[config.mk]
export PLATFORM = sky130hd
export DESIGN_NAME = diamond_span_rasterizer
export DESIGN_NICKNAME = d
export VERILOG_FILES = /design/src/sv/dsr_pkg.sv /design/src/sv/dsr_ctrl.sv /design/src/sv/dsr_datapath.sv /design/src/sv/diamond_span_rasterizer.sv
export SDC_FILE = /design/constraint.sdc
export NUM_CORES = 1
export LEC_CHECK = 0
export ABC_CLOCK_PERIOD_IN_PS = 7900
export BUFFER_PORTS_ARGS = -buffer_cell sky130_fd_sc_hd__clkbuf_2
export CAP_MARGIN = 10
export CORE_MARGIN = 8
export CORE_UTILIZATION = 55
export DETAILED_ROUTE_END_ITERATION = 6
export PLACE_DENSITY = 0.77
export REMOVE_ABC_BUFFERS = 1
export SETUP_SLACK_MARGIN = 0.2
export SYNTH_ARGS = -nofsm -noshare
export SYNTH_HDL_FRONTEND = slang
export SYNTH_SLANG_ARGS = --single-unit
[constraint.sdc]
create_clock -name clk -period 7.9 [get_ports clk]
set_input_delay 1.58 -clock clk [delete_from_list [all_inputs] [get_ports clk]]
set_output_delay 1.58 -clock clk [all_outputs]
set_load 0.02 [all_outputs]
[src/sv/dsr_pkg.sv]
// ----------------------------------------------------------------------------
// dsr_pkg - shared types and constants of the diamond span rasterizer
// Field widths, register indexes, reset values and the command and
// status bundles between controller and datapath.
// ----------------------------------------------------------------------------
package dsr_pkg;

  localparam int unsigned MAX_RADIUS_DEF = 31;

  // field widths
  localparam int unsigned CENTER_W = 15;
  localparam int unsigned RADIUS_W = 5;
  localparam int unsigned RGBA_W   = 32;
  localparam int unsigned OUT_W    = 16;
  localparam int unsigned CLIP_W   = 12;
  localparam int unsigned SIZE_W   = 13;
  localparam int unsigned SHADE_W  = 7;
  localparam int unsigned ALPHA_W  = 8;

  // wide enough for centre +/- radius and clip right/bottom, signed
  localparam int unsigned COORD_W  = 17;

  // configuration port
  localparam int unsigned CFG_IDX_W  = 3;
  localparam int unsigned CFG_DATA_W = 13;

  typedef enum logic [CFG_IDX_W-1:0] {
    CFG_CLIP_LEFT   = 3'd0,
    CFG_CLIP_TOP    = 3'd1,
    CFG_CLIP_WIDTH  = 3'd2,
    CFG_CLIP_HEIGHT = 3'd3,
    CFG_SCAN_EN     = 3'd4,
    CFG_SHADE       = 3'd5
  } cfg_idx_t;

  localparam logic [CLIP_W-1:0]  CLIP_LEFT_RST   = '0;
  localparam logic [CLIP_W-1:0]  CLIP_TOP_RST    = '0;
  localparam logic [SIZE_W-1:0]  CLIP_WIDTH_RST  = 13'd4096;
  localparam logic [SIZE_W-1:0]  CLIP_HEIGHT_RST = 13'd4096;
  localparam logic [SHADE_W-1:0] SHADE_RST       = 7'd100;

  // alpha * shade / 100: exact reciprocal for products below 2^15
  localparam int unsigned PROD_W       = ALPHA_W + SHADE_W;
  localparam int unsigned RECIP_W      = 15;
  localparam logic [RECIP_W-1:0] SHADE_RECIP = 15'd20972;
  localparam int unsigned SHADE_SHIFT  = 21;
  localparam int unsigned QUOT_W       = PROD_W + RECIP_W - SHADE_SHIFT;
  localparam logic [ALPHA_W-1:0] ALPHA_MAX = 8'hFF;

  typedef struct packed {
    logic load;   // latch a new command
    logic mul;    // alpha * shade
    logic prep;   // scale, bounding box check
    logic emit;   // drive one span beat
  } dsr_cmd_t;

  typedef struct packed {
    logic last;   // current span is the command's final beat
  } dsr_status_t;

endpackage

[src/sv/dsr_ctrl.sv]
// ----------------------------------------------------------------------------
// dsr_ctrl - command sequencer
// Accepts a draw command, runs the mul and prep set-up states, then emits
// spans until the datapath reports the final one.
// ----------------------------------------------------------------------------
module dsr_ctrl (
  input  logic                 clk,
  input  logic                 rst_n,
  input  logic                 start,
  output logic                 busy,
  output dsr_pkg::dsr_cmd_t    cmd,
  input  dsr_pkg::dsr_status_t status
);

  typedef enum logic [3:0] {
    ST_IDLE = 4'b0001,
    ST_MUL  = 4'b0010,
    ST_PREP = 4'b0100,
    ST_EMIT = 4'b1000
  } state_t;

  state_t state_r, state_nxt;

  always_comb begin
    state_nxt = state_r;
    unique case (state_r)
      ST_IDLE: begin
        if (start) state_nxt = ST_MUL;
      end
      ST_MUL:  state_nxt = ST_PREP;
      ST_PREP: state_nxt = ST_EMIT;
      ST_EMIT: begin
        if (status.last) state_nxt = ST_IDLE;
      end
      default: state_nxt = ST_IDLE;
    endcase
  end

  always_ff @(posedge clk) begin
    if (!rst_n) begin
      state_r <= ST_IDLE;
    end else begin
      state_r <= state_nxt;
    end
  end

  assign busy      = (state_r != ST_IDLE);
  assign cmd.load  = start && (state_r == ST_IDLE);
  assign cmd.mul   = (state_r == ST_MUL);
  assign cmd.prep  = (state_r == ST_PREP);
  assign cmd.emit  = (state_r == ST_EMIT);

endmodule

[src/sv/dsr_datapath.sv]
// ----------------------------------------------------------------------------
// dsr_datapath - span generator
// Holds the command and clip registers, scales alpha once per command,
// walks the span index and registers one clipped span per emit beat.
// ----------------------------------------------------------------------------
module dsr_datapath #(
  parameter int unsigned MAX_RADIUS = dsr_pkg::MAX_RADIUS_DEF
) (
  input  logic                                  clk,
  input  logic                                  rst_n,
  input  dsr_pkg::dsr_cmd_t                     cmd,
  output dsr_pkg::dsr_status_t                  status,
  input  logic signed [dsr_pkg::CENTER_W-1:0]   in_center_x,
  input  logic signed [dsr_pkg::CENTER_W-1:0]   in_center_y,
  input  logic        [dsr_pkg::RADIUS_W-1:0]   in_radius,
  input  logic        [dsr_pkg::RGBA_W-1:0]     in_rgba,
  input  logic                                  cfg_we,
  input  logic        [dsr_pkg::CFG_IDX_W-1:0]  cfg_index,
  input  logic        [dsr_pkg::CFG_DATA_W-1:0] cfg_wdata,
  output logic                                  out_strobe,
  output logic                                  out_visible,
  output logic signed [dsr_pkg::OUT_W-1:0]      out_row,
  output logic signed [dsr_pkg::OUT_W-1:0]      out_x_start,
  output logic signed [dsr_pkg::OUT_W-1:0]      out_x_end,
  output logic        [dsr_pkg::RGBA_W-1:0]     out_span_rgba,
  output logic                                  out_last
);

  localparam int unsigned STEP_W = $clog2(2 * MAX_RADIUS + 2);
  localparam int unsigned CW     = dsr_pkg::COORD_W;
  localparam int unsigned RW     = dsr_pkg::RADIUS_W;
  localparam logic [RW-1:0] R_MAX = RW'(MAX_RADIUS);

  // configuration
  logic [dsr_pkg::CLIP_W-1:0]  clip_left_r, clip_top_r;
  logic [dsr_pkg::SIZE_W-1:0]  clip_width_r, clip_height_r;
  logic                        scan_en_r;
  logic [dsr_pkg::SHADE_W-1:0] shade_r;

  always_ff @(posedge clk) begin
    if (!rst_n) begin
      clip_left_r   <= dsr_pkg::CLIP_LEFT_RST;
      clip_top_r    <= dsr_pkg::CLIP_TOP_RST;
      clip_width_r  <= dsr_pkg::CLIP_WIDTH_RST;
      clip_height_r <= dsr_pkg::CLIP_HEIGHT_RST;
      scan_en_r     <= 1'b0;
      shade_r       <= dsr_pkg::SHADE_RST;
    end else if (cfg_we) begin
      unique case (cfg_index)
        dsr_pkg::CFG_CLIP_LEFT:   clip_left_r   <= cfg_wdata[dsr_pkg::CLIP_W-1:0];
        dsr_pkg::CFG_CLIP_TOP:    clip_top_r    <= cfg_wdata[dsr_pkg::CLIP_W-1:0];
        dsr_pkg::CFG_CLIP_WIDTH:  clip_width_r  <= cfg_wdata;
        dsr_pkg::CFG_CLIP_HEIGHT: clip_height_r <= cfg_wdata;
        dsr_pkg::CFG_SCAN_EN:     scan_en_r     <= cfg_wdata[0];
        dsr_pkg::CFG_SHADE:       shade_r       <= cfg_wdata[dsr_pkg::SHADE_W-1:0];
        default: ;
      endcase
    end
  end

  // held command
  logic signed [dsr_pkg::CENTER_W-1:0] cx_r, cy_r;
  logic        [RW-1:0]                rad_r;
  logic        [dsr_pkg::RGBA_W-1:0]   rgba_r;
  logic        [STEP_W-1:0]            step_r;

  always_ff @(posedge clk) begin
    if (!rst_n) begin
      cx_r   <= '0;
      cy_r   <= '0;
      rad_r  <= '0;
      rgba_r <= '0;
    end else if (cmd.load) begin
      cx_r   <= in_center_x;
      cy_r   <= in_center_y;
      rad_r  <= (in_radius > R_MAX) ? R_MAX : in_radius;
      rgba_r <= in_rgba;
    end
  end

  always_ff @(posedge clk) begin
    if (!rst_n) begin
      step_r <= '0;
    end else if (cmd.load) begin
      step_r <= '0;
    end else if (cmd.emit) begin
      step_r <= step_r + 1'b1;
    end
  end

  // clip bounds, wide and signed
  logic signed [CW-1:0] left_w, top_w, right_w, bottom_w;
  logic signed [CW-1:0] cx_w, cy_w, rad_w;

  assign left_w   = signed'(CW'(clip_left_r));
  assign top_w    = signed'(CW'(clip_top_r));
  assign right_w  = signed'(CW'(clip_left_r) + CW'(clip_width_r) - CW'(1));
  assign bottom_w = signed'(CW'(clip_top_r) + CW'(clip_height_r) - CW'(1));
  assign cx_w     = CW'(cx_r);
  assign cy_w     = CW'(cy_r);
  assign rad_w    = signed'(CW'(rad_r));

  // alpha scaling: product registered on mul, saturated quotient on prep
  logic [dsr_pkg::PROD_W-1:0]                     prod_r;
  logic [dsr_pkg::PROD_W+dsr_pkg::RECIP_W-1:0]    recip_prod;
  logic [dsr_pkg::QUOT_W-1:0]                     quot;
  logic [dsr_pkg::ALPHA_W-1:0]                    alpha_sh_r;
  logic                                           miss_r, miss;

  always_ff @(posedge clk) begin
    if (cmd.mul) begin
      prod_r <= dsr_pkg::PROD_W'(rgba_r[dsr_pkg::ALPHA_W-1:0]) *
                dsr_pkg::PROD_W'(shade_r);
    end
  end

  assign recip_prod = prod_r * dsr_pkg::SHADE_RECIP;
  assign quot       = recip_prod[dsr_pkg::PROD_W+dsr_pkg::RECIP_W-1:dsr_pkg::SHADE_SHIFT];

  // empty rectangle or bounding box wholly outside it
  assign miss = (clip_width_r == '0) || (clip_height_r == '0) ||
                (cx_w + rad_w < left_w) || (cx_w - rad_w > right_w) ||
                (cy_w + rad_w < top_w)  || (cy_w - rad_w > bottom_w);

  always_ff @(posedge clk) begin
    if (cmd.prep) begin
      alpha_sh_r <= (quot > dsr_pkg::QUOT_W'(dsr_pkg::ALPHA_MAX)) ?
                    dsr_pkg::ALPHA_MAX : quot[dsr_pkg::ALPHA_W-1:0];
      miss_r     <= miss;
    end
  end

  // span index: 0 centre row, odd rows above, even rows below
  logic              centre, above, span_last;
  logic [STEP_W-1:0] step_m1;
  logic [RW-1:0]     half_w, row_off;
  logic signed [CW-1:0] hw_w, row_off_w, x1, x2, y, x1c, x2c;
  logic              vis;
  logic [dsr_pkg::RGBA_W-1:0] col;

  assign centre    = (step_r == '0);
  assign above     = step_r[0];
  assign step_m1   = step_r - 1'b1;
  assign half_w    = centre ? rad_r : RW'(step_m1[STEP_W-1:1]);
  assign row_off   = rad_r - half_w;
  assign hw_w      = signed'(CW'(half_w));
  assign row_off_w = signed'(CW'(row_off));

  assign span_last = miss_r || (step_r == STEP_W'({rad_r, 1'b0}));

  assign x1 = cx_w - hw_w;
  assign x2 = cx_w + hw_w;
  always_comb begin
    priority if (centre) y = cy_w;
    else if (above)      y = cy_w - row_off_w;
    else                 y = cy_w + row_off_w;
  end

  assign vis = !miss_r && !((x2 < left_w) || (x1 > right_w) ||
                            (y < top_w) || (y > bottom_w));
  assign x1c = (x1 < left_w)  ? left_w  : x1;
  assign x2c = (x2 > right_w) ? right_w : x2;
  assign col = (scan_en_r && y[0]) ?
               {rgba_r[dsr_pkg::RGBA_W-1:dsr_pkg::ALPHA_W], alpha_sh_r} : rgba_r;

  assign status.last = span_last;

  // result register
  logic                       strobe_r, vis_r, last_r;
  logic signed [dsr_pkg::OUT_W-1:0] row_r, xs_r, xe_r;
  logic [dsr_pkg::RGBA_W-1:0] col_r;

  always_ff @(posedge clk) begin
    if (!rst_n) begin
      strobe_r <= 1'b0;
    end else begin
      strobe_r <= cmd.emit;
    end
  end

  always_ff @(posedge clk) begin
    if (cmd.emit) begin
      vis_r  <= vis;
      row_r  <= vis ? y[dsr_pkg::OUT_W-1:0]   : '0;
      xs_r   <= vis ? x1c[dsr_pkg::OUT_W-1:0] : '0;
      xe_r   <= vis ? x2c[dsr_pkg::OUT_W-1:0] : '0;
      col_r  <= vis ? col : '0;
      last_r <= span_last;
    end
  end

  assign out_strobe    = strobe_r;
  assign out_visible   = vis_r;
  assign out_row       = row_r;
  assign out_x_start   = xs_r;
  assign out_x_end     = xe_r;
  assign out_span_rgba = col_r;
  assign out_last      = last_r;

endmodule

[src/sv/diamond_span_rasterizer.sv]
// ----------------------------------------------------------------------------
// diamond_span_rasterizer - filled diamond to clipped horizontal spans
// A draw command (centre, radius, colour) becomes one span beat per cycle.
// ----------------------------------------------------------------------------
// Usage notes:
//  - Command: drive in_* and raise start; it is taken on an edge where busy
//    is low. busy then stays high until the final span beat is registered.
//  - Results: one span per out_strobe cycle, centre row first, then the row
//    above and below for each half-width from 0 upwards; out_last marks the
//    final beat. The receiver cannot stall: each beat lasts one cycle only.
//  - Set-up: after the accepting edge the mul and prep states scale alpha
//    by shade/100 and check the bounding box, then the first beat follows.
//  - Beats: 2*radius+1 per command, one beat when the clip rectangle is
//    empty or missed; a new command is not taken until the walker has
//    emitted the final beat and busy is low again.
//  - Config: cfg_we/cfg_index/cfg_wdata write a clip or shade register at
//    once; write only while busy is low and no beat is outstanding.
//  - Reset (rst_n low, synchronous): idle, clip = full 4096x4096 at origin,
//    scanline shading off, shade 100%.
// ----------------------------------------------------------------------------
module diamond_span_rasterizer #(
  parameter int unsigned MAX_RADIUS = dsr_pkg::MAX_RADIUS_DEF
) (
  input  logic                                  clk,
  input  logic                                  rst_n,
  input  logic                                  start,
  output logic                                  busy,
  input  logic signed [dsr_pkg::CENTER_W-1:0]   in_center_x,
  input  logic signed [dsr_pkg::CENTER_W-1:0]   in_center_y,
  input  logic        [dsr_pkg::RADIUS_W-1:0]   in_radius,
  input  logic        [dsr_pkg::RGBA_W-1:0]     in_rgba,
  input  logic                                  cfg_we,
  input  logic        [dsr_pkg::CFG_IDX_W-1:0]  cfg_index,
  input  logic        [dsr_pkg::CFG_DATA_W-1:0] cfg_wdata,
  output logic                                  out_strobe,
  output logic                                  out_visible,
  output logic signed [dsr_pkg::OUT_W-1:0]      out_row,
  output logic signed [dsr_pkg::OUT_W-1:0]      out_x_start,
  output logic signed [dsr_pkg::OUT_W-1:0]      out_x_end,
  output logic        [dsr_pkg::RGBA_W-1:0]     out_span_rgba,
  output logic                                  out_last
);

  // sequencer commands and span-walker status
  dsr_pkg::dsr_cmd_t    cmd;
  dsr_pkg::dsr_status_t status;

  dsr_ctrl u_ctrl (
    .clk    (clk),
    .rst_n  (rst_n),
    .start  (start),
    .busy   (busy),
    .cmd    (cmd),
    .status (status)
  );

  // clip registers, held command, alpha scaler and result register
  dsr_datapath #(
    .MAX_RADIUS (MAX_RADIUS)
  ) u_datapath (
    .clk           (clk),
    .rst_n         (rst_n),
    .cmd           (cmd),
    .status        (status),
    .in_center_x   (in_center_x),
    .in_center_y   (in_center_y),
    .in_radius     (in_radius),
    .in_rgba       (in_rgba),
    .cfg_we        (cfg_we),
    .cfg_index     (cfg_index),
    .cfg_wdata     (cfg_wdata),
    .out_strobe    (out_strobe),
    .out_visible   (out_visible),
    .out_row       (out_row),
    .out_x_start   (out_x_start),
    .out_x_end     (out_x_end),
    .out_span_rgba (out_span_rgba),
    .out_last      (out_last)
  );

endmodule
==> flow_summary.ini, run 1 <==
[route]
wl_per_cell_um = 19.7
antenna_left = 0
dr.pass1.iters = 5
drc_errors = 0
vias = 18483
routed_wl_um = 62000
dr.first_iter.drc_count = 1529
vias_per_cell = 5.88

[timing]
tightestPinTransition_ns = 1.20
rsz0062_at_grt = false
period_minus_slack_ns = 7.40
setup_viol = 0
max_slew_margin = 0.198
fmax_mhz = 135
fin_hold_ws_ns = 0.465
clock_skew_ns = 0.0429
maxSlewViolCount = 0
finalCritPeriodShare = 0.937
fin_ws_ns = 0.497
hold_viol_final = 0

[cells_and_area]
layout-drive-gt1-share = 0.124
nets = 3147
final_cell_mix = ha_1, inv_1, nand2_1
design_area_um2 = 25100
synthToLayoutAreaGrowth_pct = 11.6
layout.cells.non_filler = 3146
final_common_cell = ha_1

[global_routing]
grt_overflow = 0
grt_max_degree = 69
grt_first_pass_wirelength_um = 96600
antenna_found_initial = 2
grt_pass1_vias = 18448
grtUsageTotal = 0.249

[logic_synthesis]
synth-edff-count = 106
avgSynthCellArea_um2 = 9.18
synth.distinct_cells = 93
ys_async_sr_fraction = 0
ys_warn_count = 0
ys.flop_type = dfxtp_1
synthCells = 2449
syn-cell-area_um2 = 22500
ys_seq_elements = 242
seq_area_frac_synth = 0.263

[clock_tree]
cts-root-buf = clkbuf_16
htreeDepth = 1
clk_latency_ns = 0.59
clock_sinks = 242
cts-buffers-inserted = 28
clockBufferDepth = 3
clk_pin_slew_ns = 0.07
cts_tree = done
hold_buffers = 0

[power_and_ir_drop]
ir_drop_mv = 0.173
p_leak_nw = 11.9
p_per_area_nw_per_um2 = 196
finalPower_mw = 4.91

[placement]
dp.cells = 3082
io_buffer_count = 170
placed_cell_area_um2 = 23800
place_ws_ns = 0.0839
dp_hpwl_um = 48200
place_congestion = 0.935

[critical_path]
r2r_slack_ns = 0.50
startpoint_type = flip-flop
criticalPathCategory = reg -> reg
cp.arrival_ns = 7.81
endpoint_kind = flip-flop
worst_path_max_delay_cell = or4_1
crit_fanout = 8
cp_common_cell = ha_1
cp.required_ns = 8.30
slowest_delay_ns = 0.52

[floorplanning]
core_area_um2 = 40600
die_x_um = 218
start_util = 0.554
dieArea_um2 = 47600
num_rows = 74
die_height_um = 218
boundaryPins = 171

[worst_hold_path]
hold_path_class = reg -> reg

[run]
maxCapViolations = 0

[outcome]
status = completed
==> stage by stage <==
| stage | utilization | setup TNS [ns] |
|---|---|---|
| global placement | 0.587 | 0 |
| floorplan | - | -8.51 |
| CTS | 0.611 | 0 |
| global route | 0.618 | 0 |
| detailed placement | 0.587 | 0 |
| finish | 0.618 | 0 |
==> where the power goes <==
group          internal, mW  switching [mW]
sequential             1.36          0.0776
clock                 0.756           0.582
combinational         0.895            1.24
==> area by class of cell <==
| type | count | area (um2) |
|---|---|---|
| Inverter | 279 | 1050 |
| Clock buffer | 36 | 793 |
| Multi-Input combinational cell | 1842 | 15400 |
| Fill cell | 3427 | 15500 |
| Timing Repair Buffer | 196 | 1120 |
| Antenna cell | 3 | 7.51 |
| Sequential cell | 242 | 5910 |
| Clock inverter | 16 | 153 |
| Tap cell | 532 | 666 |
==> cell families after synthesis <==
kind of cell	share of synthesized area
compound gates	0.154
xor+xnor	0.0556
fa+ha+maj	0.298
buf+inv	0.0632
flops	0.263
mux	0.0101
other cells	0.000167
simple gates	0.157
==> Yosys cell counts, types with 4 or more instances <==
master | count | area, um2
edfxtp_1 | 106 | 3180
and2_1 | 44 | 275
ha_1 | 365 | 4570
inv_1 | 278 | 1040
nand2_1 | 247 | 927
buf_2 | 8 | 40.0
o31ai_1 | 4 | 30.0
o21bai_1 | 10 | 75.1
a21oi_1 | 95 | 475
a211oi_1 | 29 | 218
a31oi_1 | 7 | 43.8
clkbuf_1 | 66 | 248
or3_1 | 15 | 93.8
a21o_1 | 39 | 293
a21boi_0 | 57 | 428
o211ai_1 | 11 | 82.6
nand3_1 | 31 | 155
o2111ai_1 | 4 | 35.0
a2111oi_0 | 6 | 52.6
xor2_1 | 54 | 473
mux2i_1 | 19 | 190
nor4_1 | 15 | 93.8
nor2_1 | 147 | 552
dfxtp_1 | 136 | 2720
o21ai_0 | 83 | 415
nor3b_1 | 8 | 60.1
or2_2 | 12 | 75.1
xnor2_1 | 85 | 744
nor3_1 | 43 | 215
buf_1 | 6 | 22.5
nand4_1 | 25 | 156
a22o_1 | 57 | 499
and3_1 | 41 | 257
buf_6 | 4 | 45.0
o21a_1 | 36 | 270
nand2b_1 | 27 | 169
nor4b_1 | 5 | 43.8
a221oi_1 | 4 | 35.0
nor2b_1 | 31 | 194
fa_1 | 106 | 2120
==> flip-flops by register name, summed over array words and instances, names as in the netlist, 7 cells and up <==
name	cells
u_datapath.out_x_start	16
u_datapath.clip_height_r	13
u_datapath.rgba_r	32
u_datapath.clip_top_r	12
u_datapath.out_x_end	16
u_datapath.shade_r	7
u_datapath.alpha_sh_r	8
u_datapath.cy_r	15
u_datapath.cx_r	15
u_datapath.clip_width_r	13
u_datapath.prod_r	15
u_datapath.clip_left_r	12
u_datapath.out_row	16
u_datapath.out_span_rgba	32
==> metal layers <==
metal / routed length [um] / GRT usage
met2: 29600 / 0.423
met1: 25900 / 0.318
met5: 0 / 0
met3: 3850 / 0.0303
met4: 2670 / 0.102
==> critical path: cells and delay by family (launching register included) <==
family          cells  cell delay, ns
simple gates       14            3.26
compound gates      6            1.33
fa+ha+maj           5            1.30
buf+inv             4            0.56
xor+xnor            2            0.39
flops               1            0.36
==> worst paths after layout <==
kind / from / end / depth (start not counted)
worst max-delay path: u_datapath.step_r[1] / u_datapath.out_x_start[14] / 31
worst min-delay path: u_datapath.clip_left_r[3] / u_datapath.clip_left_r[3] / 2
worst max register to register: u_datapath.step_r[1] / u_datapath.out_x_start[14] / 31
worst min register to register: u_datapath.clip_left_r[3] / u_datapath.clip_left_r[3] / 2
==> what timing repair did <==
item / CTS / global route
pin swaps: 0 / 8
cloned: 0 / 5
setup endpoints to repair: 79 / 79
endpoints found under the hold margin: 0 / 0
gates resized for setup: 5 / 38
setup buffers: 0 / 4
Power figures use the tool's default switching activity.
==> run 2: changes to the inputs <==
--- a/config.mk
+++ b/config.mk
@@ -12,7 +12,6 @@
 export CORE_UTILIZATION = 55
 export DETAILED_ROUTE_END_ITERATION = 6
 export PLACE_DENSITY = 0.77
-export REMOVE_ABC_BUFFERS = 1
 export SETUP_SLACK_MARGIN = 0.2
 export SYNTH_ARGS = -nofsm -noshare
 export SYNTH_HDL_FRONTEND = slang
==> run 2 against run 1 <==
Compared with the run above: the flow now finishes with violations (design-rule violations); critical path depth increased by 4; worst setup slack lost 0.061 ns; combinational power about the same; non-clock buffer count up 3; clock-buffer cell count up 4; sequential share of layout area shrank 0.21 points; sequential power about the same; final area grew 0.91%.
==> flow_summary.ini, run 2 (same netlist as run 1, synthesis figures left out) <==
[critical_path]
criticalPathCategory = reg -> reg
endpoint = u_datapath.out_row[9]
worst_path_max_delay_cell = or4b_4
slowest_delay_ns = 0.49
r2r_start = u_datapath.step_r[0]
r2r_cells = 35
startpoint_type = flip-flop
r2r-end = u_datapath.out_row[9]
cp.arrival_ns = 7.89
endpoint_kind = flip-flop
crit_fanout = 12
critPathLaunch = u_datapath.step_r[0]
r2r_slack_ns = 0.44
cp.required_ns = 8.33

[route]
dr.first_iter.drc_count = 1296
routed_wl_um = 62000
vias_per_cell = 5.83
dr.pass1.iters = 7
antenna_left = 0
drc_errors = 2
wl_per_cell_um = 19.7
vias = 18375

[cells_and_area]
final_common_cell = ha_1
nets = 3152
seqCellArea_um2 = 5910
multiInputGateArea_um2 = 15400
fill_cells = 3347
layout-drive-gt1-share = 0.123
final_cell_mix = ha_1, inv_1, nand2_1
synthToLayoutAreaGrowth_pct = 12.6

[outcome]
violations = design-rule violations
status = finished with violations

[floorplanning]
boundaryPins = 171
num_rows = 74
die_x_um = 218
core_area_um2 = 40600
start_util = 0.554
dieArea_um2 = 47600
die_height_um = 218

[timing]
clock_skew_ns = 0.0204
setup_viol = 0
maxSlewViolCount = 0
rsz0062_at_grt = false
tightestPinTransition_ns = 1.14
fin_hold_ws_ns = 0.468
period_minus_slack_ns = 7.46
finalCritPeriodShare = 0.945
max_slew_margin = 0.238
fmax_mhz = 134
fin_setup_tns_ns = 0
hold_viol_final = 0

[power_and_ir_drop]
p_per_area_nw_per_um2 = 204
p_leak_nw = 12.0
ir_drop_mv = 0.203
swShare = 0.363
power.switching_mw = 1.87
finalPower_mw = 5.16
p_int_mw = 3.28
p_clk_frac = 0.307
comb_power_share = 0.414
power_frac_seq = 0.279

[global_routing]
grtUsageTotal = 0.252
grt_first_pass_wirelength_um = 97400
grt_max_degree = 77
grt_overflow = 0
grt_pass1_vias = 18506
antenna_found_initial = 3

[placement]
place_congestion = 0.943
dp_hpwl_um = 48400
io_buffer_count = 170

[clock_tree]
clockBufferDepth = 3
htreeDepth = 1
hold_buffers = 0
cts_tree = done
cts-root-buf = clkbuf_16
cts-buffers-inserted = 30
clk_latency_ns = 0.58
clock_sinks = 242
clk_pin_slew_ns = 0.06

[worst_hold_path]
hold_path_class = reg -> reg

[run]
maxCapViolations = 0
## run 2: cell count changes in the layout (fill, tap and decap cells not counted), sizes merged
cell	change
diode	-2
buf	+2
clkinvlp	+2
bufinv	+7
clkbuf	+5
inv	-5
clkinv	-4
## run 2: power by group through the flow
stage	sequential (mW)	combinational (mW)	clock (mW)
after detailed placement	1.46	2.02	0
after global placement	1.46	1.95	0
after global routing	1.44	2.40	1.65
final	1.44	2.14	1.58
after floorplan	1.41	1.53	0
after CTS	1.44	2.05	1.61
## run 2: final cells by class
cell class,instances,area share
diodes,1,0.0000989
clock buffers,40,0.0340
clock inverters,16,0.0115
inverters,279,0.0416
multi-input cells,1842,0.607
flip-flops and latches,242,0.233
well taps,532,0.0263
repair buffers,199,0.0465
## run 2: repair_timing
action / CTS / global route
gates resized for setup: 5 / 34
cloned: 0 / 4
setup endpoints to repair: 57 / 79
buffers inserted: 0 / 6
pin swaps: 0 / 9
hold endpoints to repair: 0 / 0
## run 2: per-layer routing
metal / GRT usage / wire [um]
met4: 0.0965 / 2690
met3: 0.0382 / 4160
met2: 0.431 / 29400
met5: 0 / 26
met1: 0.318 / 25700
## run 2: critical path, delay by kind of cell (launching register included)
family,cells,cell delay [ns]
simple gates,12,2.52
compound gates,10,1.69
fa+ha+maj,5,1.34
buf+inv,4,0.61
mux,2,0.49
flops,1,0.33
xor+xnor,2,0.31
## run 2: how the worst min path moves through the flow
stage | startpoint | endpoint | slack (ns) | depth (start not counted)
3_5_place_dp | u_datapath.rgba_r[16] | u_datapath.rgba_r[16] | 0.45 | 1
6_report | u_datapath.rgba_r[31] | u_datapath.rgba_r[31] | 0.47 | 1
5_1_grt | u_datapath.rgba_r[24] | u_datapath.rgba_r[24] | 0.48 | 1
3_3_place_gp | u_datapath.rgba_r[29] | u_datapath.rgba_r[29] | 0.45 | 1
2_1_floorplan | u_datapath.rgba_r[10] | u_datapath.rgba_r[10] | 0.43 | 1
4_1_cts | u_datapath.rgba_r[31] | u_datapath.rgba_r[31] | 0.47 | 1
## run 2: metrics by stage
| stage | worst slack [ns] | std cells | area [um2] | util |
|---|---|---|---|---|
| after floorplan | 0.234 | 2450 | 22500 | - |
| after global placement | 0.319 | 3084 | 23800 | 0.587 |
| after detailed placement | 0.120 | 3084 | 23800 | 0.587 |
| after CTS | 0.221 | 3140 | 25000 | 0.616 |
| after global routing | 0.164 | 3150 | 25300 | 0.624 |
| final | 0.436 | 3151 | 25300 | 0.624 |
